===== src/design/nbg_pkg.sv =====
// Shared types, codes and arithmetic helpers of the N-body gravity step block.
// Used by the controller, the datapath and the top level; depends on nothing.
package nbg_pkg;

  localparam int DATA_W         = 32;
  localparam int IDX_W          = 4;
  localparam int NAXES          = 3;
  localparam int MAX_BODIES_DEF = 16;

  localparam logic [0:0] REG_GRAV_CONST = 1'b0;
  localparam logic [0:0] REG_TIME_STEP  = 1'b1;
  localparam logic [DATA_W-1:0] GRAV_RESET = 32'd1;
  localparam logic [DATA_W-1:0] DT_RESET   = 32'd65536;

  localparam logic OP_LOAD = 1'b0;
  localparam logic OP_STEP = 1'b1;

  localparam logic [4:0] DP_NOP       = 5'd0;
  localparam logic [4:0] DP_LOAD_WR   = 5'd1;
  localparam logic [4:0] DP_LATCH_I   = 5'd2;
  localparam logic [4:0] DP_LATCH_J   = 5'd3;
  localparam logic [4:0] DP_MUL_SQ    = 5'd4;
  localparam logic [4:0] DP_ACC_SQ    = 5'd5;
  localparam logic [4:0] DP_SQRT_GO   = 5'd6;
  localparam logic [4:0] DP_DIV_F     = 5'd7;
  localparam logic [4:0] DP_LATCH_F   = 5'd8;
  localparam logic [4:0] DP_DIV_U     = 5'd9;
  localparam logic [4:0] DP_LATCH_U   = 5'd10;
  localparam logic [4:0] DP_MUL_T     = 5'd11;
  localparam logic [4:0] DP_ACC_T     = 5'd12;
  localparam logic [4:0] DP_MUL_G     = 5'd13;
  localparam logic [4:0] DP_ACC_G     = 5'd14;
  localparam logic [4:0] DP_WR_ACC    = 5'd15;
  localparam logic [4:0] DP_LATCH_B   = 5'd16;
  localparam logic [4:0] DP_MUL_A     = 5'd17;
  localparam logic [4:0] DP_ACC_V     = 5'd18;
  localparam logic [4:0] DP_MUL_V     = 5'd19;
  localparam logic [4:0] DP_ACC_P     = 5'd20;
  localparam logic [4:0] DP_WR_PV     = 5'd21;
  localparam logic [4:0] DP_LATCH_OUT = 5'd22;

  typedef struct packed {
    logic [4:0] op;
    logic [1:0] axis;
    logic       last;
  } cmd_t;

  typedef struct packed {
    logic pinned;
    logic sq_zero;
    logic div_busy;
    logic sqrt_busy;
  } status_t;

  localparam logic signed [49:0] SAT_HI = 50'sd2147483647;
  localparam logic signed [49:0] SAT_LO = -50'sd2147483648;

  // Adds the Q16.16 product magnitude, with the given sign, to x and saturates.
  function automatic logic signed [31:0] scale_add(input logic signed [31:0] x,
                                                   input logic neg,
                                                   input logic [63:0] prod);
    logic signed [49:0] term;
    logic signed [49:0] s;
    term = $signed({2'b00, prod[63:16]});
    if (neg) begin
      term = -term;
    end
    s = $signed({{18{x[31]}}, x}) + term;
    if (s > SAT_HI) begin
      return 32'sh7fffffff;
    end else if (s < SAT_LO) begin
      return 32'sh80000000;
    end
    return s[31:0];
  endfunction

  function automatic logic [31:0] mag32(input logic signed [31:0] x);
    logic [31:0] n;
    n = -x;
    return x[31] ? n : x;
  endfunction

endpackage


===== src/design/nbg_ctrl.sv =====
// Controller: sequences loads, the pairwise force pass, the integration pass
// and result output. Depends on nbg_pkg; commands nbg_datapath.
module nbg_ctrl import nbg_pkg::*; #(
  parameter int MAX_BODIES = MAX_BODIES_DEF
) (
  input  logic                          clk,
  input  logic                          rst,
  input  logic                          in_valid,
  input  logic                          opcode,
  output logic                          in_ready,
  output logic                          out_valid,
  input  logic                          out_ready,
  input  status_t                       status,
  output cmd_t                          cmd,
  output logic [$clog2(MAX_BODIES)-1:0] addr
);

  localparam int IW = $clog2(MAX_BODIES);
  localparam int CW = $clog2(MAX_BODIES + 1);

  localparam logic [4:0] S_IDLE    = 5'd0;
  localparam logic [4:0] S_A_RDI   = 5'd1;
  localparam logic [4:0] S_A_LATI  = 5'd2;
  localparam logic [4:0] S_A_RDJ   = 5'd3;
  localparam logic [4:0] S_A_LATJ  = 5'd4;
  localparam logic [4:0] S_A_MSQ   = 5'd5;
  localparam logic [4:0] S_A_ASQ   = 5'd6;
  localparam logic [4:0] S_A_CHK   = 5'd7;
  localparam logic [4:0] S_A_SQW   = 5'd8;
  localparam logic [4:0] S_A_DFW   = 5'd9;
  localparam logic [4:0] S_A_DU    = 5'd10;
  localparam logic [4:0] S_A_DUW   = 5'd11;
  localparam logic [4:0] S_A_MT    = 5'd12;
  localparam logic [4:0] S_A_AT    = 5'd13;
  localparam logic [4:0] S_A_NEXTJ = 5'd14;
  localparam logic [4:0] S_A_MG    = 5'd15;
  localparam logic [4:0] S_A_AG    = 5'd16;
  localparam logic [4:0] S_A_WRA   = 5'd17;
  localparam logic [4:0] S_A_NEXTI = 5'd18;
  localparam logic [4:0] S_B_RD    = 5'd19;
  localparam logic [4:0] S_B_LAT   = 5'd20;
  localparam logic [4:0] S_B_MA    = 5'd21;
  localparam logic [4:0] S_B_AV    = 5'd22;
  localparam logic [4:0] S_B_MV    = 5'd23;
  localparam logic [4:0] S_B_AP    = 5'd24;
  localparam logic [4:0] S_B_WR    = 5'd25;
  localparam logic [4:0] S_B_NEXT  = 5'd26;
  localparam logic [4:0] S_C_RD    = 5'd27;
  localparam logic [4:0] S_C_LAT   = 5'd28;
  localparam logic [4:0] S_C_OUT   = 5'd29;

  logic [4:0]    state, state_next;
  logic [IW-1:0] i, i_next;
  logic [IW-1:0] j, j_next;
  logic [1:0]    k, k_next;
  logic [CW-1:0] count, count_next;
  logic          last_i;
  logic          last_j;

  assign last_i    = (CW'(i) + CW'(1)) == count;
  assign last_j    = (CW'(j) + CW'(1)) == count;
  assign in_ready  = (state == S_IDLE);
  assign out_valid = (state == S_C_OUT);

  always_ff @(posedge clk) begin
    if (rst) begin
      state <= S_IDLE;
      i     <= '0;
      j     <= '0;
      k     <= '0;
      count <= '0;
    end else begin
      state <= state_next;
      i     <= i_next;
      j     <= j_next;
      k     <= k_next;
      count <= count_next;
    end
  end

  always_comb begin
    state_next = state;
    i_next     = i;
    j_next     = j;
    k_next     = k;
    count_next = count;
    cmd.op     = DP_NOP;
    cmd.axis   = k;
    cmd.last   = last_i;
    addr       = i;
    case (state)
      S_IDLE: begin
        addr = count[IW-1:0];
        if (in_valid) begin
          if (opcode == OP_LOAD) begin
            if (count < CW'(MAX_BODIES)) begin
              cmd.op     = DP_LOAD_WR;
              count_next = count + CW'(1);
            end
          end else if (count != '0) begin
            i_next     = '0;
            state_next = S_A_RDI;
          end
        end
      end
      S_A_RDI: state_next = S_A_LATI;
      S_A_LATI: begin
        cmd.op = DP_LATCH_I;
        j_next = '0;
        state_next = status.pinned ? S_A_NEXTI : S_A_RDJ;
      end
      S_A_RDJ: begin
        addr = j;
        state_next = (j == i) ? S_A_NEXTJ : S_A_LATJ;
      end
      S_A_LATJ: begin
        addr       = j;
        cmd.op     = DP_LATCH_J;
        k_next     = '0;
        state_next = S_A_MSQ;
      end
      S_A_MSQ: begin
        cmd.op     = DP_MUL_SQ;
        state_next = S_A_ASQ;
      end
      S_A_ASQ: begin
        cmd.op = DP_ACC_SQ;
        if (k == 2'd2) begin
          state_next = S_A_CHK;
        end else begin
          k_next     = k + 2'd1;
          state_next = S_A_MSQ;
        end
      end
      S_A_CHK: begin
        if (status.sq_zero) begin
          state_next = S_A_NEXTJ;
        end else begin
          cmd.op     = DP_SQRT_GO;
          state_next = S_A_SQW;
        end
      end
      S_A_SQW: begin
        if (!status.sqrt_busy) begin
          cmd.op     = DP_DIV_F;
          state_next = S_A_DFW;
        end
      end
      S_A_DFW: begin
        if (!status.div_busy) begin
          cmd.op     = DP_LATCH_F;
          k_next     = '0;
          state_next = S_A_DU;
        end
      end
      S_A_DU: begin
        cmd.op     = DP_DIV_U;
        state_next = S_A_DUW;
      end
      S_A_DUW: begin
        if (!status.div_busy) begin
          cmd.op     = DP_LATCH_U;
          state_next = S_A_MT;
        end
      end
      S_A_MT: begin
        cmd.op     = DP_MUL_T;
        state_next = S_A_AT;
      end
      S_A_AT: begin
        cmd.op = DP_ACC_T;
        if (k == 2'd2) begin
          state_next = S_A_NEXTJ;
        end else begin
          k_next     = k + 2'd1;
          state_next = S_A_DU;
        end
      end
      S_A_NEXTJ: begin
        k_next = '0;
        if (last_j) begin
          state_next = S_A_MG;
        end else begin
          j_next     = j + IW'(1);
          state_next = S_A_RDJ;
        end
      end
      S_A_MG: begin
        cmd.op     = DP_MUL_G;
        state_next = S_A_AG;
      end
      S_A_AG: begin
        cmd.op = DP_ACC_G;
        if (k == 2'd2) begin
          state_next = S_A_WRA;
        end else begin
          k_next     = k + 2'd1;
          state_next = S_A_MG;
        end
      end
      S_A_WRA: begin
        cmd.op     = DP_WR_ACC;
        state_next = S_A_NEXTI;
      end
      S_A_NEXTI: begin
        if (last_i) begin
          i_next     = '0;
          state_next = S_B_RD;
        end else begin
          i_next     = i + IW'(1);
          state_next = S_A_RDI;
        end
      end
      S_B_RD: state_next = S_B_LAT;
      S_B_LAT: begin
        cmd.op     = DP_LATCH_B;
        k_next     = '0;
        state_next = status.pinned ? S_B_NEXT : S_B_MA;
      end
      S_B_MA: begin
        cmd.op     = DP_MUL_A;
        state_next = S_B_AV;
      end
      S_B_AV: begin
        cmd.op     = DP_ACC_V;
        state_next = S_B_MV;
      end
      S_B_MV: begin
        cmd.op     = DP_MUL_V;
        state_next = S_B_AP;
      end
      S_B_AP: begin
        cmd.op = DP_ACC_P;
        if (k == 2'd2) begin
          state_next = S_B_WR;
        end else begin
          k_next     = k + 2'd1;
          state_next = S_B_MA;
        end
      end
      S_B_WR: begin
        cmd.op     = DP_WR_PV;
        state_next = S_B_NEXT;
      end
      S_B_NEXT: begin
        if (last_i) begin
          i_next     = '0;
          state_next = S_C_RD;
        end else begin
          i_next     = i + IW'(1);
          state_next = S_B_RD;
        end
      end
      S_C_RD: state_next = S_C_LAT;
      S_C_LAT: begin
        cmd.op     = DP_LATCH_OUT;
        state_next = S_C_OUT;
      end
      S_C_OUT: begin
        if (out_ready) begin
          if (last_i) begin
            state_next = S_IDLE;
          end else begin
            i_next     = i + IW'(1);
            state_next = S_C_RD;
          end
        end
      end
      default: state_next = S_IDLE;
    endcase
  end

endmodule

===== config.mk =====
export PLATFORM = sky130hd
export DESIGN_NAME = nbg_ctrl
export DESIGN_NICKNAME = d
export VERILOG_FILES = /design/src/design/nbg_pkg.sv /design/src/design/nbg_ctrl.sv
export SDC_FILE = /design/constraint.sdc
export NUM_CORES = 1
export LEC_CHECK = 0
export BUFFER_PORTS_ARGS = -buffer_cell sky130_fd_sc_hd__buf_4
export CORE_ASPECT_RATIO = 0.5
export CORE_UTILIZATION = 45
export DETAILED_ROUTE_END_ITERATION = 7
export PLACE_DENSITY = 0.67
export SLEW_MARGIN = 20
export SYNTH_ARGS = -nofsm -noshare
export SYNTH_HDL_FRONTEND = slang
export SYNTH_SLANG_ARGS = --single-unit

===== constraint.sdc =====
create_clock -name clk -period 5.4 [get_ports clk]
set_input_delay 0.27 -clock clk [delete_from_list [all_inputs] [get_ports clk]]
set_output_delay 0.27 -clock clk [all_outputs]
set_load 0.02 [all_outputs]

==> flow_summary.yaml, run 1 <==
power:
  p_leak_nw: 0.879
  pwr-share-seq: 0.413
  combPwrFrac: 0.150
  p_clk_frac: 0.437
  p_per_area_nw_per_um2: 157
  swShare: 0.265
  power.switching_mw: 0.0974
  p_int_mw: 0.270
  ir_worst_vdd_v: 0.0000902
worst_setup_path:
  worstPathRequired_ps: 5130
  timing.setup.critical_path_class: "flip-flop to primary output"
  crit_end: "cmd[3]"
  start_kind: "flip-flop"
  end_kind: "primary output"
  worstReg2RegStart: "state[1]$_SDFFE_PP0P_"
  slowest_delay_ps: 860
  reg2regPathDepth: 5
  cpMaxStageDelayCell: "dfxtp_1"
  r2r_slack_ps: 2820
  rr_endpoint: "j[3]$_SDFFE_PP0P_"
  crit_path_max_fanout: 27
  path_cells: "inv_2 > and3_1 > and3_1 > a2111o_1 > buf_4"
  crit_top_cell: "and3_1"
  cp.arrival_ps: 2500
  startpoint: "state[1]$_SDFFE_PP0P_"
drt:
  postRouteAntennaNets: 0
  drc: 0
  wire_per_inst_um: 16.1
  vias: 2232
  via_per_inst: 6.17
  drt-initial-drc-count: 169
  dr.pass1.iters: 5
  drt-total-wl_um: 5810
logic_synthesis:
  syn_area_per_cell_um2: 7.26
  ys.warnings.count: 0
  syn_inst: 299
  syn_area_um2: 2170
  synth.distinct_cells: 72
  synth_edf_count: 0
  yosys.area.top_type: "dfxtp_1"
  synth_nets: 313
  synthArstFlopShare: 0
  synth_seq_cells: 20
  synthFlopType: "dfxtp_1"
  netlist.area_leader.share: 0.185
  synthTopCellsByArea: "dfxtp_1, nor2_1, xor2_1, nand2_1, a21oi_1"
  ys_seq_area_frac: 0.185
floorplanning:
  fp.dieH_um: 51.1
  start_util: 0.481
  io-pin-count: 23
  dieArea_um2: 5120
  num_rows: 17
  die_w_um: 100
  coreArea_um2: 4510
timing:
  final.setup.tns_ps: 0
  tightest_slew_ps: 817
  max_freq_ghz: 0.360
  hold_violations: 0
  maxSlewHeadroom: 0.455
  setup_viol: 0
  fin_skew_ps: 5.41
  grt_setup_unrepaired: "false"
  period_needed_ps: 2770
  maxSlewViolCount: 0
  finalCritPeriodShare: 0.514
grt:
  grt-ovfl-total: 0
  grt_antenna_before_repair: 0
  grt_use_total: 0.233
  grt_pass1_vias: 1937
  grt_pass1_wl_um: 9410
  grt_max_degree: 39
cts:
  cts.sinks: 20
  path_clk_slew_ps: 90
  cts_hold_buf: 0
  clock_latency_ps: 270
  root_buffer: "clkbuf_8"
  post-cts-setup-buffers: 0
  cts_resized: 0
  cts_tree: "done"
  h-tree-depth: 1
  cts.path.max_buffers: 2
  numCtsBuffers: 3
final_layout:
  final_area_um2: 2340
  drive_gt1_frac: 0.135
  fill_cells: 472
  mostFrequentLayoutCell: "nor2_1"
  layout_common_cells: "nor2_1, buf_4, nand2_1, dfxtp_1"
  layout.nets: 311
  area_growth_pct: 7.84
  n_antenna_cell: 0
  fin_util: 0.519
hold_path:
  hold_path_class: "input pin to flip-flop"
placed_design:
  gp_congestion: 0.886
  place_area_um2: 2270
  place.detailed.hpwl_um: 4130
  port_buffers: 22
status:
  status: "finished clean"
job:
  cap_viol_max_count: 0
synth_stat cells (all sizes together) (7+ instances only):
master	number
xnor2	7
dfxtp	20
inv	11
xor2	10
nor2	27
a21oi	17
buf	19
o21ai	17
nand2	23
nand2b	11
nor3	11
clkbuf	13
nand3	13
flip-flops by register name, summed over array words and instances, names as in the netlist:
signal,cells
count,5
state,5
i,4
j,4
k,2
routing by layer:
layer / GRT usage / part of all wire
met4: 0.0556 / 0.0033
met3: 0.0369 / 0.063
met2: 0.368 / 0.47
met5: 0 / 0
met1: 0.331 / 0.47
metrics by stage:
stage,setup WS (ps),cells,hold slack (ps),total power [mW]
final,2630,362,306,0.368
after global routing,2470,362,320,0.383
after CTS,2680,362,300,0.370
after detailed placement,2930,358,477,0.210
after global placement,3030,358,466,0.209
after floorplan,3360,299,339,0.195
cell families after synthesis:
group / synth area share
multiplexers: 0.0329
AO/OA/AOI/OAI: 0.290
flip-flops: 0.185
XOR/XNOR: 0.0686
AND/OR/NAND/NOR: 0.297
adder cells (fa/ha/maj): 0.0288
buffers and inverters: 0.0980
how the worst min path moves through the flow:
stage | from | end | slack, ps | cells past startpoint
final | rst | k[0]$_SDFFE_PP0P_ | 310 | 2
after global routing | rst | k[0]$_SDFFE_PP0P_ | 320 | 2
after CTS | rst | k[0]$_SDFFE_PP0P_ | 300 | 2
after detailed placement | k[0]$_SDFFE_PP0P_ | k[0]$_SDFFE_PP0P_ | 480 | 2
after global placement | k[0]$_SDFFE_PP0P_ | k[0]$_SDFFE_PP0P_ | 470 | 2
after floorplan | rst | j[0]$_SDFFE_PP0P_ | 340 | 1
power groups by stage:
stage	Combinational, mW	Clock [mW]	Sequential, mW
final	0.0551	0.161	0.152
after global routing	0.0607	0.171	0.152
after CTS	0.0546	0.164	0.152
after detailed placement	0.0544	0	0.155
after global placement	0.0540	0	0.155
after floorplan	0.0423	0	0.153
layout make-up:
type	instances	area, um^2	area share
clock buffers	3	41.3	0.0176
clock inverters	1	30.0	0.0128
inverters	11	41.3	0.0176
multi-input cells	236	1560	0.665
flip-flops and latches	20	400	0.171
well taps	66	82.6	0.0353
repair buffers	25	188	0.0802
critical path, delay by kind of cell, from the launching register on:
| kind | cells | cell delay [ps] |
|---|---|---|
| flip-flops | 1 | 860 |
| buffers and inverters | 2 | 390 |
| AND/OR/NAND/NOR | 2 | 660 |
| AO/OA/AOI/OAI | 1 | 310 |
(Power assumes the default switching activity.)
==> inputs of run 2 (changes only) <==
--- a/config.mk
+++ b/config.mk
@@ -5,11 +5,12 @@
 export SDC_FILE = /design/constraint.sdc
 export NUM_CORES = 1
 export LEC_CHECK = 0
+export ABC_AREA = 1
 export BUFFER_PORTS_ARGS = -buffer_cell sky130_fd_sc_hd__buf_4
 export CORE_ASPECT_RATIO = 0.5
 export CORE_UTILIZATION = 45
 export DETAILED_ROUTE_END_ITERATION = 7
-export PLACE_DENSITY = 0.67
+export PLACE_DENSITY = 0.69
 export SLEW_MARGIN = 20
 export SYNTH_ARGS = -nofsm -noshare
 export SYNTH_HDL_FRONTEND = slang
==> constraint.sdc (replaced) <==
create_clock -name clk -period 2.4 [get_ports clk]
set_input_delay 0.12 -clock clk [delete_from_list [all_inputs] [get_ports clk]]
set_output_delay 0.12 -clock clk [all_outputs]
set_load 0.02 [all_outputs]
==> flow_summary.yaml, run 2 <==
status:
  status: "finished clean"
drt:
  via_per_inst: 5.51
  drt-total-wl_um: 6610
  postRouteAntennaNets: 0
  wire_per_inst_um: 14.7
  drt-initial-drc-count: 252
  drc: 0
  vias: 2475
  dr.pass1.iters: 7
floorplanning:
  io-pin-count: 23
  start_util: 0.472
  dieArea_um2: 4930
  num_rows: 17
  coreArea_um2: 4420
  fp.dieH_um: 50.2
  die_w_um: 98.3
grt:
  grt_antenna_before_repair: 0
  grt_max_degree: 16
  grt_pass1_vias: 2160
  grt_pass1_wl_um: 10700
  grt-ovfl-total: 0
  grt_use_total: 0.278
placed_design:
  port_buffers: 22
  place.detailed.hpwl_um: 5430
  gp_congestion: 0.929
  place_area_um2: 2310
  place_ws_ps: 409
cts:
  root_buffer: "clkbuf_8"
  clock_latency_ps: 260
  path_clk_slew_ps: 80
  h-tree-depth: 1
  cts.sinks: 20
  cts.path.max_buffers: 2
  numCtsBuffers: 3
  cts_resized: 0
  post-cts-setup-buffers: 0
  cts_tree: "done"
  cts_hold_buf: 0
worst_setup_path:
  startpoint: "state[2]$_SDFFE_PP0P_"
  worstPathRequired_ps: 2280
  cp.arrival_ps: 2030
  worstReg2RegStart: "i[0]$_SDFFE_PP0P_"
  crit_path_max_fanout: 7
  end_kind: "primary output"
  timing.setup.critical_path_class: "flip-flop to primary output"
  start_kind: "flip-flop"
logic_synthesis:
  synth_top_family_by_area: "simple AND/OR/NAND/NOR gates"
  synthTopCellsByArea: "dfxtp_1, nand2_1, inv_1, nor2_1, nand3_1"
  synth_edf_count: 0
  ys.warnings.count: 0
  ys_seq_area_frac: 0.192
  synthTopCellsByCount: "nand2_1, inv_1, nor2_1, nand3_1, a21oi_1"
  synthAdderAreaFrac: 0.0300
  synth_compound_area_frac: 0.143
  synth_nets: 384
  synth.area.mux_share: 0
  synth_seq_cells: 20
  netlist.area_leader.share: 0.192
  yosys.area.top_type: "dfxtp_1"
  syn_area_um2: 2090
  synthFlopType: "dfxtp_1"
  syn_area_per_cell_um2: 5.64
  synthArstFlopShare: 0
  synthSimpleGateAreaFrac: 0.490
  syn_inst: 370
  synth.distinct_cells: 33
  yosys.area_share.xor_xnor: 0.0210
  synth_most_common_cell: "nand2_1"
timing:
  tightest_slew_ps: 401
  maxSlewHeadroom: 0.732
  final.setup.tns_ps: 0
  max_freq_ghz: 0.464
  grt_setup_unrepaired: "false"
  maxSlewViolCount: 0
  hold_violations: 0
  setup_viol: 0
  fin_skew_ps: 3.63
  whs_ps: 153
  finalCritPeriodShare: 0.898
  period_needed_ps: 2150
  setup_ws_ps: 245
final_layout:
  mostFrequentLayoutCell: "nand2_1"
  final_area_um2: 2380
  reg_top3: "count: 5 flops, state: 5 flops"
  layout_common_cells: "nand2_1, inv_1, nor2_1, nand3_1, buf_4"
  area_growth_pct: 14.0
  drive_gt1_frac: 0.153
  n_antenna_cell: 0
  fill_cells: 469
  multi_input_area_um2: 1430
  layout.nets: 407
  seq_area_um2: 400
hold_path:
  hold_path_class: "input pin to flip-flop"
  worstHoldStart: "rst"
power:
  p_per_area_nw_per_um2: 485
  p_leak_nw: 1.11
  ir_worst_vdd_v: 0.000263
job:
  cap_viol_max_count: 0
==> run 2: cell types whose count changed after synthesis, sizes merged, moves of 8 or more <==
cell,before,now
buf,19,6
clkbuf,13,1
inv,11,59
nand2,23,99
nand2b,11,0
nand3,13,37
nand4,2,16
nor2,27,58
xor2,10,2
==> run 2: per-layer routing <==
metal,global-route usage,up-vias,share of wire
met2,0.441,97,0.41
met1,0.409,1102,0.49
met4,0.0373,0,0.017
met3,0.0404,12,0.083
li1,-,1264,-
met5,0,-,0
==> run 2: through the flow <==
stage / cells / util / total power [mW]
after detailed placement: 445 / 0.521 / 0.811
final: 449 / 0.538 / 1.15
after floorplan: 370 / - / 0.682
after global placement: 445 / 0.521 / 0.807
after global routing: 449 / 0.538 / 1.23
after CTS: 449 / 0.538 / 1.16
==> run 2: logic make-up after synthesis <==
logic type               after synthesis
buffers and inverters                 66
XOR/XNOR                               5
AO/OA/AOI/OAI                         51
adder cells (fa/ha/maj)                5
flip-flops                            20
AND/OR/NAND/NOR                      223
==> run 2: worst paths after layout <==
path                                           to  cells past startpoint  slack, ps
worst max-delay path                      addr[2]                      7        250
worst min-delay path            k[0]$_SDFFE_PP0P_                      2        150
worst max register to register  i[1]$_SDFFE_PP0P_                     12        390
worst min register to register  k[0]$_SDFFE_PP0P_                      2        480
==> run 2: power breakdown <==
group,switching (mW),internal (mW)
sequential,0.0296,0.350
clock,0.122,0.223
combinational,0.286,0.144
total,0.438,0.717
==> run 2: final cells by class <==
type / count / share of cell area
Clock buffer: 3 / 0.0174
Sequential cell: 20 / 0.168
Tap cell: 57 / 0.0300
Inverter: 59 / 0.0931
Multi-Input combinational cell: 284 / 0.600
Timing Repair Buffer: 25 / 0.0789
Clock inverter: 1 / 0.0126
==> run 2: critical path: stages (launching register included) <==
cell and delay, ps:
dfxtp_1 530, nand2_2 190, nor2_1 270, nand2_1 140, nand2_1 110, inv_1 120, o221ai_1 230, buf_4 190
==> inputs of run 3 (changes only) <==
==> constraint.sdc (replaced) <==
create_clock -name clk -period 2.4 [get_ports clk]
set_input_delay 0.24 -clock clk [delete_from_list [all_inputs] [get_ports clk]]
set_output_delay 0.24 -clock clk [all_outputs]
set_load 0.02 [all_outputs]
==> flow_summary.yaml, run 3 (synthesis results as in run 2) <==
cts:
  numCtsBuffers: 3
  path_clk_slew_ps: 90
  cts_tree: "done"
  cts.path.max_buffers: 2
  cts.sinks: 20
  post-cts-setup-buffers: 0
  cts_resized: 0
  root_buffer: "clkbuf_8"
  clock_latency_ps: 270
  cts_hold_buf: 0
  h-tree-depth: 1
hold_path:
  hold_path_class: "input pin to flip-flop"
  worstHoldStart: "rst"
  min_path_cells: 2
  holdPathEnd: "state[1]$_SDFFE_PP0P_"
grt:
  grt-ovfl-total: 0
  grt_pass1_wl_um: 10900
  grt_pass1_vias: 2209
  met1_usage: 0.419
  grt_antenna_before_repair: 0
  grt_use_met2: 0.439
  grtUsageMet3: 0.0432
  grt_max_degree: 16
  grt_use_total: 0.284
  grt.busiest_layer: "met2"
timing:
  tightest_slew_ps: 444
  finalCritPeriodShare: 0.909
  setup_viol: 0
  max_freq_ghz: 0.458
  fin_skew_ps: 4.72
  period_needed_ps: 2180
  whs_ps: 258
  hold_violations: 0
  maxSlewHeadroom: 0.703
  grt_setup_unrepaired: "false"
  final.setup.tns_ps: 0
  maxSlewViolCount: 0
placed_design:
  gp_congestion: 0.938
  port_buffers: 22
  place_area_um2: 2310
  place.detailed.hpwl_um: 5440
power:
  combPwrFrac: 0.371
  p_clk_frac: 0.304
  p_per_area_nw_per_um2: 490
  p_leak_nw: 1.11
  pwr-share-seq: 0.325
  p_int_mw: 0.717
  swShare: 0.385
  power.switching_mw: 0.449
  ir_worst_vdd_v: 0.000291
worst_setup_path:
  timing.setup.critical_path_class: "flip-flop to primary output"
  crit_path_max_fanout: 5
  worstReg2RegStart: "i[1]$_SDFFE_PP0P_"
  worstPathRequired_ps: 2160
  crit_family: "simple AND/OR/NAND/NOR gates"
  slowest_delay_ps: 420
  r2r_slack_ps: 380
  cp.arrival_ps: 1940
  end_kind: "primary output"
  start_kind: "flip-flop"
  reg2regPathDepth: 13
  path_cells: "nand2_1 > nor2_1 > inv_1 > o32ai_1 > or3_1 > buf_4"
  rr_endpoint: "i[3]$_SDFFE_PP0P_"
  cpMaxStageDelayCell: "dfxtp_1"
  crit_buf_inv: 2
drt:
  wire_per_inst_um: 14.9
  drt-total-wl_um: 6680
  drt-initial-drc-count: 222
  drc: 0
  via_per_inst: 5.59
  vias: 2508
  dr.pass1.iters: 7
  postRouteAntennaNets: 0
status:
  status: "finished clean"
floorplanning:
  num_rows: 17
  start_util: 0.472
  io-pin-count: 23
  dieArea_um2: 4930
  coreArea_um2: 4420
  die_w_um: 98.3
  fp.dieH_um: 50.2
final_layout:
  layout.nets: 407
  n_antenna_cell: 0
  fin_util: 0.538
  drive_gt1_frac: 0.158
  area_growth_pct: 14.1
  mostFrequentLayoutCell: "nand2_1"
  fill_cells: 469
  reg_top3: "count: 5 flops, state: 5 flops"
  layout_common_cells: "nand2_1, inv_1, nor2_1, nand3_1, buf_4"
  final_area_um2: 2380
job:
  cap_viol_max_count: 0
[run 3: worst max-delay path by stage]
| stage | endpoint | from | cells past startpoint |
|---|---|---|---|
| 2_1_floorplan | addr[0] | state[1]$_SDFFE_PP0P_ | 7 |
| 3_3_place_gp | cmd[5] | state[4]$_SDFFE_PP0P_ | 9 |
| 3_5_place_dp | i[3]$_SDFFE_PP0P_ | i[1]$_SDFFE_PP0P_ | 13 |
| 4_1_cts | cmd[5] | state[4]$_SDFFE_PP0P_ | 9 |
| 5_1_grt | cmd[4] | state[1]$_SDFFE_PP0P_ | 9 |
| 6_report | cmd[4] | state[0]$_SDFFE_PP0P_ | 6 |
[run 3: layer usage]
metal | share of wire | vias to the layer above
met5 | 0 | -
met1 | 0.50 | 1152
met4 | 0.0021 | 0
met3 | 0.069 | 4
li1 | - | 1262
met2 | 0.43 | 90
[run 3: layout make-up]
| type | count | area, um^2 | share of cell area |
|---|---|---|---|
| multi-input combinational | 284 | 1430 | 0.599 |
| sequential | 20 | 403 | 0.169 |
| inverter | 59 | 221 | 0.0930 |
| timing repair buffer | 25 | 188 | 0.0788 |
| tap | 57 | 71.3 | 0.0300 |
| clock buffer | 3 | 41.3 | 0.0173 |
| clock inverter | 1 | 30.0 | 0.0126 |
[run 3: stage by stage]
step | cells | total power, mW | setup slack [ps]
2_1_floorplan | 370 | 0.682 | 697
3_3_place_gp | 445 | 0.811 | 429
3_5_place_dp | 445 | 0.815 | 434
4_1_cts | 449 | 1.17 | 156
5_1_grt | 449 | 1.24 | 78.4
6_report | 449 | 1.17 | 219
[run 3: power by group through the flow]
stage	clock, mW	sequential, mW	combinational (mW)
after CTS	0.360	0.379	0.430
after detailed placement	0	0.387	0.428
after global placement	0	0.386	0.425
after global routing	0.374	0.383	0.484
final	0.354	0.379	0.432
after floorplan	0	0.376	0.306
